**config.mk**
```make
export PLATFORM = sky130hd
export DESIGN_NAME = sorted_priority_queue
export DESIGN_NICKNAME = d
export VERILOG_FILES = /design/src/design/spq_pkg.sv /design/src/design/sorted_priority_queue.sv /design/src/design/spq_cell.sv
export SDC_FILE = /design/constraint.sdc
export NUM_CORES = 1
export LEC_CHECK = 0
export ABC_CLOCK_PERIOD_IN_PS = 5600
export BUFFER_PORTS_ARGS = -buffer_cell sky130_fd_sc_hd__buf_2
export CORE_MARGIN = 2
export CORE_UTILIZATION = 41
export DETAILED_ROUTE_END_ITERATION = 6
export SYNTH_ARGS = -nofsm -noshare
export SYNTH_HDL_FRONTEND = slang
export SYNTH_SLANG_ARGS = --single-unit
```
**constraint.sdc**
```tcl
create_clock -name clock -period 5.6 [get_ports clock]
set_clock_uncertainty 0.15 [all_clocks]
set_input_delay 0.56 -clock clock [delete_from_list [all_inputs] [get_ports clock]]
set_output_delay 0.56 -clock clock [all_outputs]
set_load 0.05 [all_outputs]
```
**src/design/spq_pkg.sv**
```systemverilog
`timescale 1ns / 1ps
// Shared codes and types for the sorted priority queue.
// No dependencies; imported by spq_cell and sorted_priority_queue.
package spq_pkg;

   // Operation codes on req_func
   localparam logic [1:0] FUNC_ENQUEUE = 2'd0;
   localparam logic [1:0] FUNC_DEQUEUE = 2'd1;
   localparam logic [1:0] FUNC_PEEK    = 2'd2;

   // Status codes on rsp_status
   localparam logic [1:0] STATUS_OK    = 2'd0;
   localparam logic [1:0] STATUS_EMPTY = 2'd1;
   localparam logic [1:0] STATUS_FULL  = 2'd2;

   // Per-cycle command broadcast to every cell of the chain
   typedef struct packed {
      logic push;   // insert the new entry, shift the tail down by one
      logic pop;    // drop the head, shift every entry up by one
   } cell_ctrl_type;

endpackage

```
**src/design/sorted_priority_queue.sv**
```systemverilog
`timescale 1ns / 1ps
// Sorted priority queue: a chain of DEPTH spq_cell slots, head in slot 0.
// The result is registered in the cycle after the request transfer.
// Throughput: one enqueue, dequeue or peek per cycle if rsp_ready allows; every
// slot compares and shifts in parallel in the same cycle, so no operation waits on the chain.
// Reset (synchronous, active high) empties the queue and clears rsp_valid;
// slot contents and result data are not cleared and are never read beyond the entry count.
module sorted_priority_queue #(
   parameter int DEPTH         = 16,
   parameter int TAG_BITS      = 16,
   parameter int PRIORITY_BITS = 8
) (
   input  logic                              clock,
   input  logic                              reset,
   input  logic                              req_valid,
   output logic                              req_ready,
   input  logic [1:0]                        req_func,
   input  logic [TAG_BITS - 1:0]             req_entry_tag,
   input  logic [PRIORITY_BITS - 1:0]        req_entry_priority,
   output logic                              rsp_valid,
   input  logic                              rsp_ready,
   output logic [1:0]                        rsp_status,
   output logic [TAG_BITS - 1:0]             rsp_head_tag,
   output logic [PRIORITY_BITS - 1:0]        rsp_head_priority,
   output logic [$clog2(DEPTH + 1) - 1:0]    rsp_occupancy
);
   import spq_pkg::*;

   localparam int CNT_BITS = $clog2(DEPTH + 1);

   logic [CNT_BITS - 1:0]      count_ff;
   logic [CNT_BITS - 1:0]      count_in;
   logic                       rsp_valid_ff;
   logic                       rsp_valid_in;
   logic [1:0]                 status_ff;
   logic [1:0]                 status_in;
   logic [TAG_BITS - 1:0]      head_tag_ff;
   logic [TAG_BITS - 1:0]      head_tag_in;
   logic [PRIORITY_BITS - 1:0] head_prio_ff;
   logic [PRIORITY_BITS - 1:0] head_prio_in;
   logic [CNT_BITS - 1:0]      occ_ff;

   logic                       accept;
   logic                       full;
   logic                       empty;
   cell_ctrl_type              ctrl;

   logic [TAG_BITS - 1:0]      tag_w  [DEPTH];
   logic [PRIORITY_BITS - 1:0] prio_w [DEPTH];
   logic                       gt_w   [DEPTH];

   assign req_ready = !rsp_valid_ff || rsp_ready;
   assign accept    = req_valid && req_ready;
   assign full      = count_ff == CNT_BITS'(DEPTH);
   assign empty     = count_ff == '0;

   assign ctrl.push = accept && (req_func == FUNC_ENQUEUE) && !full;
   assign ctrl.pop  = accept && (req_func == FUNC_DEQUEUE) && !empty;

   for (genvar i = 0; i < DEPTH; i++) begin : g_cell
      spq_cell #(
         .INDEX         (i),
         .DEPTH         (DEPTH),
         .TAG_BITS      (TAG_BITS),
         .PRIORITY_BITS (PRIORITY_BITS)
      ) u_cell (
         .clock     (clock),
         .ctrl      (ctrl),
         .count     (count_ff),
         .new_tag   (req_entry_tag),
         .new_prio  (req_entry_priority),
         .prev_tag  ((i == 0) ? req_entry_tag      : tag_w[(i == 0) ? 0 : i - 1]),
         .prev_prio ((i == 0) ? req_entry_priority : prio_w[(i == 0) ? 0 : i - 1]),
         .prev_gt   ((i == 0) ? 1'b0               : gt_w[(i == 0) ? 0 : i - 1]),
         .next_tag  (tag_w[(i == DEPTH - 1) ? i : i + 1]),
         .next_prio (prio_w[(i == DEPTH - 1) ? i : i + 1]),
         .tag       (tag_w[i]),
         .prio      (prio_w[i]),
         .gt        (gt_w[i])
      );
   end

   always_comb begin
      count_in = count_ff;
      if (ctrl.push) begin
         count_in = count_ff + 1'b1;
      end else if (ctrl.pop) begin
         count_in = count_ff - 1'b1;
      end
   end

   always_comb begin
      status_in    = STATUS_OK;
      head_tag_in  = '0;
      head_prio_in = '0;
      case (req_func)
         FUNC_ENQUEUE: begin
            if (full) status_in = STATUS_FULL;
         end
         FUNC_DEQUEUE, FUNC_PEEK: begin
            if (empty) begin
               status_in = STATUS_EMPTY;
            end else begin
               head_tag_in  = tag_w[0];
               head_prio_in = prio_w[0];
            end
         end
         default: begin
            status_in = STATUS_OK;
         end
      endcase
   end

   // Hold the result until taken; a new transfer may replace it in the same cycle
   assign rsp_valid_in = accept || (rsp_valid_ff && !rsp_ready);

   always_ff @(posedge clock) begin
      if (reset) begin
         count_ff     <= '0;
         rsp_valid_ff <= 1'b0;
      end else begin
         count_ff     <= count_in;
         rsp_valid_ff <= rsp_valid_in;
      end
   end

   always_ff @(posedge clock) begin
      if (accept) begin
         status_ff    <= status_in;
         head_tag_ff  <= head_tag_in;
         head_prio_ff <= head_prio_in;
         occ_ff       <= count_in;
      end
   end

   assign rsp_valid         = rsp_valid_ff;
   assign rsp_status        = status_ff;
   assign rsp_head_tag      = head_tag_ff;
   assign rsp_head_priority = head_prio_ff;
   assign rsp_occupancy     = occ_ff;

   a_count_bound: assert property (@(posedge clock) disable iff (reset)
      count_ff <= CNT_BITS'(DEPTH))
      else $error("entry count above depth");

   a_push_count: assert property (@(posedge clock) disable iff (reset)
      ctrl.push |=> count_ff == $past(count_ff) + 1'b1)
      else $error("enqueue did not grow the queue");

   a_head_order: assert property (@(posedge clock) disable iff (reset)
      count_ff >= CNT_BITS'(2) |-> prio_w[0] >= prio_w[1])
      else $error("head priority below second entry");

   a_empty_rsp: assert property (@(posedge clock) disable iff (reset)
      rsp_valid_ff && status_ff == STATUS_EMPTY |-> occ_ff == '0 && head_tag_ff == '0)
      else $error("empty response with entries or tag");

endmodule

```
**src/design/spq_cell.sv**
```systemverilog
`timescale 1ns / 1ps
// One slot of the sorted chain: holds a tag and a priority and trades
// them with its neighbours. Depends on spq_pkg.
module spq_cell #(
   parameter int INDEX         = 0,
   parameter int DEPTH         = 16,
   parameter int TAG_BITS      = 16,
   parameter int PRIORITY_BITS = 8
) (
   input  logic                              clock,
   input  spq_pkg::cell_ctrl_type            ctrl,
   input  logic [$clog2(DEPTH + 1) - 1:0]    count,
   input  logic [TAG_BITS - 1:0]             new_tag,
   input  logic [PRIORITY_BITS - 1:0]        new_prio,
   input  logic [TAG_BITS - 1:0]             prev_tag,
   input  logic [PRIORITY_BITS - 1:0]        prev_prio,
   input  logic                              prev_gt,
   input  logic [TAG_BITS - 1:0]             next_tag,
   input  logic [PRIORITY_BITS - 1:0]        next_prio,
   output logic [TAG_BITS - 1:0]             tag,
   output logic [PRIORITY_BITS - 1:0]        prio,
   output logic                              gt
);
   import spq_pkg::*;

   localparam int CNT_BITS = $clog2(DEPTH + 1);

   logic [TAG_BITS - 1:0]      tag_ff;
   logic [TAG_BITS - 1:0]      tag_in;
   logic [PRIORITY_BITS - 1:0] prio_ff;
   logic [PRIORITY_BITS - 1:0] prio_in;
   logic                       occupied;

   assign occupied = count > CNT_BITS'(INDEX);
   // Stored entry stays ahead of the newcomer only if strictly higher
   assign gt       = occupied && (prio_ff > new_prio);

   always_comb begin
      tag_in  = tag_ff;
      prio_in = prio_ff;
      if (ctrl.push) begin
         if (!gt) begin
            if (prev_gt) begin
               tag_in  = new_tag;
               prio_in = new_prio;
            end else begin
               tag_in  = prev_tag;
               prio_in = prev_prio;
            end
         end
      end else if (ctrl.pop) begin
         tag_in  = next_tag;
         prio_in = next_prio;
      end
   end

   always_ff @(posedge clock) begin
      tag_ff  <= tag_in;
      prio_ff <= prio_in;
   end

   assign tag  = tag_ff;
   assign prio = prio_ff;

endmodule
```
=== After elaboration in Yosys (flattened, before gate mapping) ===
Cells that the tools add are included.

* Add/subtract/negate cells: 2
* Magnitude comparators: 32
* Equality and inequality tests: 18
* Multiplexer cells: 125
* Bitwise operators: 2
* Reduce and logical (&&, ||, !) cells: 49

{| class="wikitable"
|+ Operator list
! operator !! count
|-
| $mux 16 || 60
|-
| $mux 8 || 60
|-
| $gt 8x8->1 || 16
|-
| $gt 5x4->1 const B || 8
|-
| $reduce_and 2->1 || 16
|-
| $ne 2x2->1 const B || 15
|-
| $logic_and 1x1->1 || 22
|-
| $gt 5x3->1 const B || 4
|-
| $gt 5x1->1 const B || 2
|-
| $gt 5x2->1 const B || 2
|-
| $mux 5 || 2
|-
| $add 5x1->5 const B || 1
|-
| $eq 5x5->1 const B || 1
|-
| $logic_not 5->1 || 1
|-
| $sub 5x1->5 const B || 1
|-
| $logic_not 1->1 || 4
|-
| $pmux 2 s2 || 1
|-
| $reduce_or 2->1 || 2
|-
| $eq 2x1->1 const B || 1
|-
| $eq 2x2->1 const B || 1
|-
| $logic_not 2->1 || 1
|-
| $logic_or 1x1->1 || 2
|-
| $mux 2 || 1
|-
| $not 1->1 || 2
|-
| 2 further kinds || 2
|}

* Register bits: 421
* Input bits: 30
* Output and inout port bits: 33
* Logic and storage cells: 266

=== Logic depth before layout (Yosys ltp) ===
* Depth in word-level cells: 7
* Mapped depth: 11
* Depth with buffers taken out: 8

=== By module ===
From an unflattened synthesis, not the netlist that was laid out.

* Cell total of the unflattened synthesis: 2304
* Area, all modules: 25261.7 µm²

{| class="wikitable"
|+ Modules (own cells, without submodules)
! module !! times used !! cells each !! area an instance (µm²) !! seq. area each (µm²)
|-
| spq_cell (g_cell[15].u_cell ...) || 2 || 135 || 1482.7 || 720.7
|-
| spq_cell (g_cell[2].u_cell ...) || 2 || 136 || 1476.4 || 720.7
|-
| sorted_priority_queue || 1 || 130 || 1664.1 || 1051.0
|-
| spq_cell (g_cell[5].u_cell) || 1 || 136 || 1500.2 || 720.7
|-
| spq_cell (g_cell[6].u_cell) || 1 || 136 || 1496.4 || 720.7
|-
| spq_cell (g_cell[11].u_cell) || 1 || 136 || 1490.2 || 720.7
|-
| spq_cell (g_cell[7].u_cell) || 1 || 135 || 1485.2 || 720.7
|-
| spq_cell (g_cell[12].u_cell) || 1 || 136 || 1480.2 || 720.7
|-
| spq_cell (g_cell[14].u_cell) || 1 || 136 || 1470.2 || 720.7
|-
| spq_cell (g_cell[10].u_cell) || 1 || 137 || 1468.9 || 720.7
|-
| spq_cell (g_cell[4].u_cell) || 1 || 136 || 1468.9 || 720.7
|-
| spq_cell (g_cell[9].u_cell) || 1 || 136 || 1460.2 || 720.7
|-
| spq_cell (g_cell[13].u_cell) || 1 || 136 || 1458.9 || 720.7
|-
| spq_cell (g_cell[1].u_cell) || 1 || 136 || 1452.6 || 720.7
|-
| spq_cell (g_cell[0].u_cell) || 1 || 136 || 1447.6 || 720.7
|}

=== Worst setup path before layout ===
Ideal clock, no wire load.

* Kind: input-to-reg
* From: in req_entry_priority[1]
* To: reg g_cell[14].u_cell.prio_ff[0], enable pin
* Library setup time: 0.438 ns
* Data arrival time: 4.173 ns
* Required time: 5.012 ns
* Slack: 0.839 ns
* Cell stages on the path: 11
* Path buffers: 3
* Path through: clkbuf_1 > inv_1 > ha_1 > nor2b_1 > o21a_1 > o21ai_0 > a21oi_1 > o21ba_2 > buf_2 > buf_4 > o21ai_0

* Cells in the longest elaborated chain, start to end: 4

{| class="wikitable"
|+ RTL lines
! item !! line !! source
|-
| start: declaration || sorted_priority_queue.sv:19 || <nowiki>input logic [PRIORITY_BITS - 1:0] req_entry_priority,</nowiki>
|-
| $gt 8x8->1 || spq_cell.sv:36 || <nowiki>assign gt = occupied && (prio_ff > new_prio);</nowiki>
|-
| $logic_and 1x1->1 || spq_cell.sv:36 ||
|-
| $ne 2x2->1 (no source line) || n/a ||
|-
| $reduce_and 2->1 (no source line) || n/a ||
|-
| end signal: assignment || spq_cell.sv:59 || <nowiki>prio_ff <= prio_in;</nowiki>
|-
| end: declaration || spq_cell.sv:30 || <nowiki>logic [PRIORITY_BITS - 1:0] prio_ff;</nowiki>
|}

Every way passes these cells.
A chain may end at the register's enable or synchronous reset.

=== Worst setup path in the final report ===
* From: reg count_ff[1]
* To: reg g_cell[10].u_cell.prio_ff[2], enable pin

* Cells in the longest elaborated chain, start to end: 5
* Elaborated cells on any way between the ends: 11
* Classes of those cells: 1 x order compare; 2 x eq/ne; 8 x reduce/logical

{| class="wikitable"
|+ RTL lines
! item !! line !! source
|-
| start: declaration || sorted_priority_queue.sv:31 || <nowiki>logic [CNT_BITS - 1:0] count_ff;</nowiki>
|-
| start signal: assignment || sorted_priority_queue.sv:122 || <nowiki>count_ff <= count_in;</nowiki>
|-
| parallel branches: the longest is 4 deep, another holds $gt 5x4->1 || n/a ||
|-
| $reduce_and 2->1 (no source line) (*) || n/a ||
|-
| end signal: assignment || spq_cell.sv:59 ||
|-
| end: declaration || spq_cell.sv:30 ||
|}

Mark *: on every way between the ends.

==> results.md <==
- Status: finished, final reports clean
- Worst endpoint required time: 5510 ps
- Vias in the first global route: 16,100
- Drt wl/cell: 21.4 um
- Cells along the critical path: inv_1 > ha_1 > or4b_4 > nand4_1 > nand2b_1 > nand2_1
- Antenna violations before repair: 0
- Hold_ws: 78.8 ps
- Total congestion overflow: 0
- Fin. Hold Viols: 0
- CP Launch Type: flip-flop
- Final Wtd Congestion: 0.831
- Synth-to-layout area growth: 11.2%
- TritonCTS clock tree: built
- Die W: about 240 um
- Detail Route Antenna Nets: 0
- Pleak: 0.0106 uW
- Synth Warn #: 0
- Port Buffers: 62
- CTS sink count: 421
- Layout cells sized above 1: 0.103
- Crit path buffers/inverters: 1
- Max-cap viol count: 0
- CTS buffer count: 48
- Clk_lat worst skew: between 500 and 600 ps
- Total Routed Length: roughly 63,000 um
- DR vias: ~17,000
- TNS Setup: 0 ps
- Crit share post-route: 0.719
- Gr usage total: 0.210
- Synth top area cells: edfxtp_1, mux2i_1, ha_1
- HPWL after DPL: 43,300 um
- Biggest area consumer among synthesized cells: edfxtp_1
- Max-slew violation count: 0
- Peak supply drop: around 0.2 mV
- Crit Path Max Fanout: 30
- Critical path class: reg -> reg
- Post-synthesis sequential area ratio: 0.537
- Syn nets: about 2,300
- Cts hold-fix bufs: 0
- Diodes inserted: 0
- Fill count: about 5,300
- RSZ-0062 raised after global routing: false
- Core box area: 56,400 sq um
- CP top delay family: simple AND/OR/NAND/NOR gates
- Top-area cell type share of the netlist area: 0.532
- Worst R2R Path Depth: 6
- # Post-CTS Setup Buffers: 0
- Largest net degree at the start of global routing: between 100 and 150
- Die Height: 243 um
- Post-synthesis cell type count: 53
- WP data arrival: 3930 ps
- Clock Root Buffer: clkbuf_16
- Slew headroom: 0.219
- Die area: 59,000 sq um
- Number of enable flip-flop cells after synthesis: 415
- Remaining routing DRC violations: 0
- Most used flip-flop cell after synthesis: edfxtp_1
- Pwr/cell area: 307 nW/um^2
- Clock slew at reported path FFs: about 60 ps
- Clock tree buffer depth: 3
- Post_cts resized: 0
- Slowest CP cell: nand2_1
- Register bit total from synthesis: 421
- Initial drt markers: 1,751
- Final min period: 4020 ps
- CP Depth: 6
- Hold Crit Class: in -> reg
- Pre-antenna DRT Iters: 5
- Number of placement rows: 87
- Initial Util: 0.415
- Mean Syn Cell Area: ~11 sq um
- Crit. End Element: flip-flop
- Final setup violation count: 0
- Async S/R FF share, synth: 0
- Transition time of the tightest slew-check pin: 1170 ps
- CP max stage delay: 910 ps
- Via density per instance: 5.73
- H-Tree Depth: 2
- Post-Syn Area: 23,400 sq um
- Mapped Cells: 2,133
- WHS Path Cells: 2
- Highest clock rate: 248 MHz
- Nets: around 2,300
- First-pass GRT wire length: about 98,000 um
- Io pins: 63
cells in the mapped netlist, types with 11 or more instances:
cell	instances
o21ai_0	220
mux2_2	24
ha_1	137
and3_1	27
mux2i_1	192
buf_4	12
clkbuf_1	71
nor2b_1	20
nand3_1	147
buf_2	54
inv_1	36
a21oi_1	46
nand2_1	424
nand4_1	31
a211oi_1	11
edfxtp_1	415
nor2_1	22
o211ai_1	161
worst paths after layout:
path | startpoint | endpoint | slack, ps
worst min register to register | g_cell[15].u_cell.tag[2] | g_cell[14].u_cell.tag[2] | 370
worst max register to register | count_ff[1] | g_cell[10].u_cell.prio[2] | 1580
worst min-delay path | reset | count_ff[3] | 80
worst max-delay path | count_ff[1] | g_cell[10].u_cell.prio[2] | 1580
placed cells by master, fill, tap and decap left out, drive strengths merged, types with 2 or more instances in the layout:
cell type	n
nand3	147
a211oi	11
buf	108
nor2b	20
nor4b	2
nand4	31
o31ai	12
nand2	424
inv	37
and3	27
a21oi	47
dfxtp	6
o31a	2
clkinv	20
o21a	5
nor2	22
a31oi	3
nand2b	4
o211ai	162
ha	137
nor3	2
nor3b	2
or3	3
xnor2	3
clkinvlp	2
o21ai	226
edfxtp	415
clkbuf	57
mux2	24
mux2i	192
bufinv	8
a21o	2
a211o	3
where the power goes:
group / leakage, uW / switching, uW / internal (uW) / total [uW]
registers: 0.00390 / 111 / 3680 / 3790
clock network: 0.000775 / 1310 / 1940 / 3240
logic: 0.00589 / 644 / 304 / 948
total: 0.0106 / 2060 / 5930 / 7980
kinds of logic (layout without fill, tap and decap cells):
group	after synthesis	count (layout)	share of synthesized area
multiplexers	216	216	0.0936
flip-flops	421	421	0.537
adder cells (fa/ha/maj)	137	137	0.0732
XOR/XNOR	4	4	0.00150
AND/OR/NAND/NOR	690	690	0.131
AO/OA/AOI/OAI	478	478	0.127
buffers and inverters	187	232	0.0365
flip-flops by register name, summed over array words and instances (netlist names):
signal	flops
rsp_head_priority	8
rsp_status	2
rsp_valid	1
rsp_occupancy	5
rsp_head_tag	16
count_ff	5
g_cell.u_cell.prio	128
g_cell.u_cell.tag	256
final cells by class:
cell class	instances	area (sq um)	share of cell area
multi-input cells	1525	10100	0.388
repair buffers	108	668	0.0257
inverters	36	135	0.00519
well taps	756	946	0.0363
clock inverters	31	362	0.0139
flip-flops and latches	421	12600	0.483
clock buffers	57	1230	0.0474
routing by layer:
metal  routed length (um)  GRT usage  vias to the layer above
met4                 1170     0.0489                        0
met5                    0          0                        -
li1                     -          -                     8018
met3                 4080     0.0334                       78
met1                30500      0.323                     8146
met2                27000      0.308                      556
metrics by stage:
stage          setup slack (ps)  instance area [sq um]   util  total power [uW]  cells
2_1_floorplan               839                  23400      -              4490   2133
3_3_place_gp               1420                  24400  0.433              4770   2846
3_5_place_dp               1390                  24400  0.433              4800   2846
4_1_cts                    1570                  26000  0.462              8050   2934
5_1_grt                    1390                  26000  0.462              8280   2934
6_report                   1580                  26000  0.462              7980   2934
(Power assumes the default switching activity.)
